--- config.mk ---
export PLATFORM = sky130hd
export DESIGN_NAME = gn3_fade
export DESIGN_NICKNAME = d
export VERILOG_FILES = /design/src/design/gn3_pkg.sv /design/src/design/gn3_fade.sv
export SDC_FILE = /design/constraint.sdc
export NUM_CORES = 2
export LEC_CHECK = 0
export ABC_AREA = 1
export BUFFER_PORTS_ARGS = -buffer_cell sky130_fd_sc_hd__clkbuf_2
export CAP_MARGIN = 25
export CORE_MARGIN = 2
export CORE_UTILIZATION = 55
export CTS_BUF_LIST = sky130_fd_sc_hd__clkbuf_8
export CTS_CLUSTER_SIZE = 40
export DETAILED_ROUTE_END_ITERATION = 10
export HOLD_SLACK_MARGIN = 0.03
export PLACE_DENSITY = 0.77
export SLEW_MARGIN = 0
export SYNTH_ARGS = -nofsm -noshare
export SYNTH_HDL_FRONTEND = slang
export SYNTH_SLANG_ARGS = --single-unit
--- constraint.sdc ---
create_clock -name clock -period 12.4 [get_ports clock]
set_clock_uncertainty 0.15 [all_clocks]
set_input_delay 1.24 -clock clock [delete_from_list [all_inputs] [get_ports clock]]
set_output_delay 1.24 -clock clock [all_outputs]
set_load 0.1 [all_outputs]
--- src/design/gn3_pkg.sv ---
package gn3_pkg;

   localparam int unsigned COORD_W    = 32;
   localparam int unsigned BYTE_W     = 8;
   localparam int unsigned NOISE_W    = 20;
   localparam int unsigned WRAP_W     = 10;
   localparam int unsigned WRAP_STEPS = 7;

   localparam logic [BYTE_W-1:0] CELL_MASK_RESET = 8'hFF;
   localparam int signed         NOISE_LIMIT     = 262144;

   // fade polynomial 6t^5 - 15t^4 + 10t^3
   localparam int unsigned FADE_C6  = 6;
   localparam int unsigned FADE_C10 = 10;
   localparam int unsigned FADE_C15 = 15;

   // gradient selection codes
   localparam logic [3:0] H_U_Y  = 4'd8;
   localparam logic [3:0] H_V_Y  = 4'd4;
   localparam logic [3:0] H_V_X0 = 4'd12;
   localparam logic [3:0] H_V_X1 = 4'd14;

   typedef enum logic {
      OP_WRITE = 1'b0,
      OP_EVAL  = 1'b1
   } op_type;

   // control carried down the lookup stages; table writes ride with the beat
   typedef struct packed {
      logic              valid;
      logic              is_write;
      logic [BYTE_W-1:0] windex;
      logic [BYTE_W-1:0] wvalue;
   } beat_ctl_type;

   // index modulo table depth by conditional subtraction (depth >= 8)
   function automatic logic [WRAP_W-1:0] wrap_index(input logic [WRAP_W-1:0] raw,
                                                    input int unsigned depth);
      logic [WRAP_W-1:0] acc;
      logic [16:0]       lim;
      acc = raw;
      lim = '0;
      for (int k = WRAP_STEPS - 1; k >= 0; k--) begin
         lim = 17'(depth << k);
         if ({7'd0, acc} >= lim) begin
            acc = acc - lim[WRAP_W-1:0];
         end
      end
      return acc;
   endfunction

   function automatic logic signed [COORD_W-1:0] grad_dot(
      input logic [3:0]                 h,
      input logic signed [COORD_W-1:0]  gx,
      input logic signed [COORD_W-1:0]  gy,
      input logic signed [COORD_W-1:0]  gz);
      logic signed [COORD_W-1:0] gu;
      logic signed [COORD_W-1:0] gv;
      gu = (h < H_U_Y) ? gx : gy;
      if (h < H_V_Y) begin
         gv = gy;
      end else if (h == H_V_X0 || h == H_V_X1) begin
         gv = gx;
      end else begin
         gv = gz;
      end
      if (h[0]) begin
         gu = -gu;
      end
      if (h[1]) begin
         gv = -gv;
      end
      return gu + gv;
   endfunction

endpackage

--- src/design/gn3_fade.sv ---
module gn3_fade #(
   parameter int unsigned FRAC_BITS = 16
) (
   input  logic                 clock,
   input  logic [FRAC_BITS-1:0] f_in,
   output logic [FRAC_BITS:0]   fade_out
);

   localparam int unsigned F     = FRAC_BITS;
   localparam int unsigned SQ_W  = 2 * F;
   localparam int unsigned SUM_W = 2 * F + 5;
   localparam int unsigned INN_W = F + 4;
   localparam int unsigned RAW_W = 2 * F + 4;
   localparam logic [SUM_W-1:0] TEN_ONE_SQ = SUM_W'(gn3_pkg::FADE_C10) << (2 * F);
   localparam logic [INN_W-1:0] ONE_W      = INN_W'(1) << F;

   logic [SQ_W-1:0]  sq_in,    sq_ff;
   logic [F-1:0]     f1_ff;
   logic [SUM_W-1:0] poly;
   logic [INN_W-1:0] inner_in, inner_ff;
   logic [SQ_W-1:0]  prod_in,  prod_ff;
   logic [RAW_W-1:0] raw_in,   raw_ff;
   logic [INN_W-1:0] scaled;
   logic [F:0]       fade_in,  fade_ff;

   // stage 1: t^2
   assign sq_in = SQ_W'(f_in) * SQ_W'(f_in);

   // stage 2: inner polynomial, t^3 product
   assign poly = SUM_W'(gn3_pkg::FADE_C6) * SUM_W'(sq_ff) + TEN_ONE_SQ
               - ((SUM_W'(gn3_pkg::FADE_C15) * SUM_W'(f1_ff)) << F);
   assign inner_in = poly[F +: INN_W];
   assign prod_in  = SQ_W'(sq_ff[SQ_W-1:F]) * SQ_W'(f1_ff);

   // stage 3: t^3 * inner
   assign raw_in = RAW_W'(prod_ff[SQ_W-1:F]) * RAW_W'(inner_ff);

   // stage 4: scale and clamp to one
   assign scaled  = raw_ff[F +: INN_W];
   assign fade_in = (scaled > ONE_W) ? ONE_W[F:0] : scaled[F:0];

   always_ff @(posedge clock) begin
      sq_ff    <= sq_in;
      f1_ff    <= f_in;
      inner_ff <= inner_in;
      prod_ff  <= prod_in;
      raw_ff   <= raw_in;
      fade_ff  <= fade_in;
   end

   assign fade_out = fade_ff;

endmodule

Word level (Yosys, flattened, before mapping)
Index checks and enable logic that the tools add are counted.
Storage, ports and cells
  flip-flop bits (word level): 153
  input bits: 17
  output and inout port bits: 17
Operators by class
  add/subtract/negate cells: 2
  $mul: 5
  order comparisons: 1
Operators with widths (number)
  $mul 16x16->32: 2
  $add 35x36->36 const B: 1
  $mul 16x20->36: 1
  $sub 36x36->36: 1
  $mul 2x32->34 const A: 1
  $gt 20x17->1 const B: 1
  $mul 4x16->20 const A: 1

Logic depth before layout (Yosys ltp)
  word-level depth: 3
  gate-level depth with buffers: 27
  depth with buffers taken out: 25

Least setup slack after synthesis
No wires, ideal clock.
  path kind: input to register
  start point: in f_in[13]
  end point: reg sq_ff[24]
  setup time: 72 ps
  data arrival time: 6138 ps
  data required time: 12178 ps
  setup slack: 6040 ps
  stages: 20
  buffers on the path: 2
  cells stage by stage: clkbuf_1 clkbuf_1 nand2_1 fa_1 fa_1 inv_1 fa_1 fa_1 fa_1 inv_1 fa_1 inv_1 ha_1 nand2_1 nor2_1 inv_1 nor3_1 nand2_1 o211ai_1 xor2_1
On the way
  cells in the longest elaborated chain, start to end: 1
Ends and longest elaborated chain
  start, declared: line gn3_fade.sv:5  | input logic [FRAC_BITS-1:0] f_in,
  $mul 16x16->32: line gn3_fade.sv:27  | assign sq_in = SQ_W'(f_in) * SQ_W'(f_in);
  net sq_in[24]: line gn3_fade.sv:17  | logic [SQ_W-1:0] sq_in, sq_ff;
  end signal, assigned: line gn3_fade.sv:43  | sq_ff <= sq_in;
  end, declared: line gn3_fade.sv:17
The timed path passes the listed nets, and every way through them passes these cells.
A chain may end at the register's enable or synchronous reset.

Final worst setup path
  start point: reg f1_ff[1]
  end point: reg prod_ff[30]
On the way
  cells in the longest elaborated chain, start to end: 1
Ends and longest elaborated chain
  start, declared: line gn3_fade.sv:18  | logic [F-1:0] f1_ff;
  start signal, assigned: line gn3_fade.sv:44  | f1_ff <= f_in;
  $mul 16x16->32: line gn3_fade.sv:33  | assign prod_in = SQ_W'(sq_ff[SQ_W-1:F]) * SQ_W'(f1_ff);
  net prod_in[30]: line gn3_fade.sv:21  | logic [SQ_W-1:0] prod_in, prod_ff;
  end signal, assigned: line gn3_fade.sv:46  | prod_ff <= prod_in;
  end, declared: line gn3_fade.sv:21
The timed path passes the listed nets, and every way through them passes these cells.

==> reports/qor.csv <==
metric,value,unit
wl,82370,um
clk_pin_slew_worst_paths,0.09,ns
hp-class,reg -> reg,
synthCells,4705,
synth-seq-cells,119,
grt_use_met2,45.99,%
met1_usage,33.40,%
outcome,completed,
post-route-period-util,50.19,%
whs,0.2826,ns
die_w,256.8,um
cp_max_fo,18,
clk_path_buf_depth,2,
dr.first_iter.drc_count,1899,
synth_warnings,0,
drv_cap,0,
rsz0062_at_grt,no,
start_util,55.64,%
hold_buffers,0,
setup_violations,0,
crit_type,reg -> reg,
port_buffers,33,
htreeDepth,4,
worstMarginPinSlew,1.147,ns
clk_latency,0.58,ns
cts_buffers,17,
synthToLayoutAreaGrowth,3.213,%
cts_root_buffer,clkbuf_8,
max-slew-margin-rel,23.44,%
cts.sinks,119,
wl_per_cell,15.08,um
cts_setup_buffers,0,
gr-usage-met3,3.588,%
ios,34,
stdcell_area,0.03629,mm^2
gr-total-overflow,0,
ant_nets,0,
grt-busiest-layer,met2,
gp_congestion,0.9392,
grt_pass1_wl,141000,um
required,12.70,ns
die-area,0.06597,mm^2
ys_types,41,
hold_viol_final,0,
fmax,160.7,MHz
die_y,256.8,um
syn_nets,5769,
fp.coreArea,0.06320,mm^2
track_usage,26.25,%
dp_hpwl,67380,um
tritoncts,done,
placed_cell_area,0.03582,mm^2
n_antenna_cell,0,
avgViaCountPerCell,5.180,
antenna_found_initial,0,
ys_seq_area_share,6.775,%
arrival,6.52,ns
final_nets,5668,
end_kind,flop,
fin_setup_tns,0,ns
grt_max_degree,22,
route.vias.total,28301,
firstDrtPassIters,6,
synth_area,0.03516,mm^2
grt_pass1_vias,29847,
fin_crit,6.224,ns
critPathLaunchType,flop,
placementRows,92,
postSynthAreaPerCell,7.473,um^2
slew_violations,0,
cts-resized-gates,0,
drc,0,
layout-drive-gt1-share,1.841,%
[routing by layer]
metal	routed length [um]	up-vias
li1	-	13593
met1	34670	13621
met2	40070	899
met3	5211	188
met4	2421	0
met5	0	-
[kinds of logic (layout without fill, tap and decap cells)]
group | after synthesis | after routing | synth area share [%]
simple gates | 1560 | 1560 | 17.43
buf+inv | 1458 | 1370 | 15.60
fa+ha+maj | 1047 | 1047 | 50.83
compound gates | 405 | 405 | 6.490
flops | 119 | 119 | 6.775
xor+xnor | 115 | 115 | 2.864
other cells | 1 | 1 | 0.01066
[critical path, stage by stage, from the launching register on]
cell	delay (ns)
dfxtp_1	1.03
nand2_1	0.18
fa_1	0.59
fa_1	0.56
inv_1	0.06
fa_1	0.48
fa_1	0.51
fa_1	0.52
inv_1	0.06
fa_1	0.47
inv_1	0.04
ha_1	0.35
nand2_1	0.15
inv_1	0.05
a21oi_1	0.23
o21ai_0	0.16
a211oi_1	0.31
nand2_1	0.08
nand2_1	0.06
nand2_1	0.07
[final timing paths]
kind	from	endpoint	slack (ns)	cells after the start
worst max-delay path	f1_ff[1]$_DFF_P_	prod_ff[30]$_DFF_P_	6.18	19
worst min register to register	raw_ff[25]$_DFF_P_	fade_out[9]$_SDFF_PN0_	0.28	2
worst min-delay path	raw_ff[25]$_DFF_P_	fade_out[9]$_SDFF_PN0_	0.28	2
worst max register to register	f1_ff[1]$_DFF_P_	prod_ff[30]$_DFF_P_	6.18	19
[sequential cells by signal (all words and copies together), names as in the netlist]
| signal | count |
|---|---|
| f1_ff | 16 |
| fade_out | 17 |
| inner_ff | 20 |
| prod_ff | 16 |
| raw_ff | 20 |
| sq_ff | 30 |
[Yosys cell counts, drive strengths merged]
cell / count / area, um^2
nand3b: 4 / 30.03
xnor2: 33 / 289.0
o2111ai: 2 / 17.52
fa: 636 / 12730
o21a: 9 / 67.56
nor3: 40 / 200.2
a211oi: 9 / 67.56
conb: 1 / 3.750
a21oi: 198 / 991.0
nand2: 1145 / 4300
nand4: 18 / 112.6
o211ai: 11 / 82.58
buf: 5 / 30.02
o21ai: 111 / 570.5
xor2: 82 / 718.2
o41ai: 1 / 8.760
a21o: 27 / 202.7
o21bai: 15 / 112.6
nor4: 5 / 31.28
dfxtp: 119 / 2382
inv: 1296 / 4865
and3: 3 / 18.77
o311ai: 2 / 17.52
ha: 411 / 5142
nand3: 95 / 480.5
nor2: 244 / 915.9
a21boi: 12 / 93.84
and2: 1 / 6.260
or2: 4 / 25.03
nor3b: 1 / 7.510
clkbuf: 157 / 589.3
a31oi: 8 / 50.05
[area by class of cell]
type	count	area, um^2
Clock buffer	17	234.0
Inverter	1296	4865
Multi-Input combinational cell	3128	27300
Timing Repair Buffer	42	307.8
Clock inverter	15	148.9
Fill cell	5819	26900
Tap cell	846	1059
Sequential cell	119	2382
[placed cells by master (no fill, tap or decap), types with 3 or more instances in the layout]
cell	count
inv_8	5
inv_6	6
clkbuf_2	33
xor2_1	82
buf_4	4
a21oi_1	198
xnor2_1	33
o21bai_1	15
o21ai_2	4
inv_1	1295
nand2_1	1144
a21o_1	27
a211oi_1	9
nor3_1	40
nor2_1	244
buf_16	3
a31oi_1	8
and3_1	3
fa_1	636
or2_2	3
o21ai_1	7
o21a_1	9
nand3_1	94
clkbuf_8	17
o211ai_1	11
nand4_1	18
dfxtp_1	119
nand3b_1	4
o21ai_0	100
ha_1	411
a21boi_0	10
nor4_1	5
[through the flow]
stage / instances / setup slack, ns / util [%]
after CTS: 5459 / 6.232 / 57.29
after global routing: 5463 / 5.853 / 57.43
after detailed placement: 5427 / 5.746 / 56.69
after global placement: 5426 / 5.856 / 56.64
after floorplan: 4705 / 6.040 / -
final: 5463 / 6.176 / 57.43
Power is not shown: default switching activity piles up to over one toggle a cycle in this logic, so the estimate is an artifact.
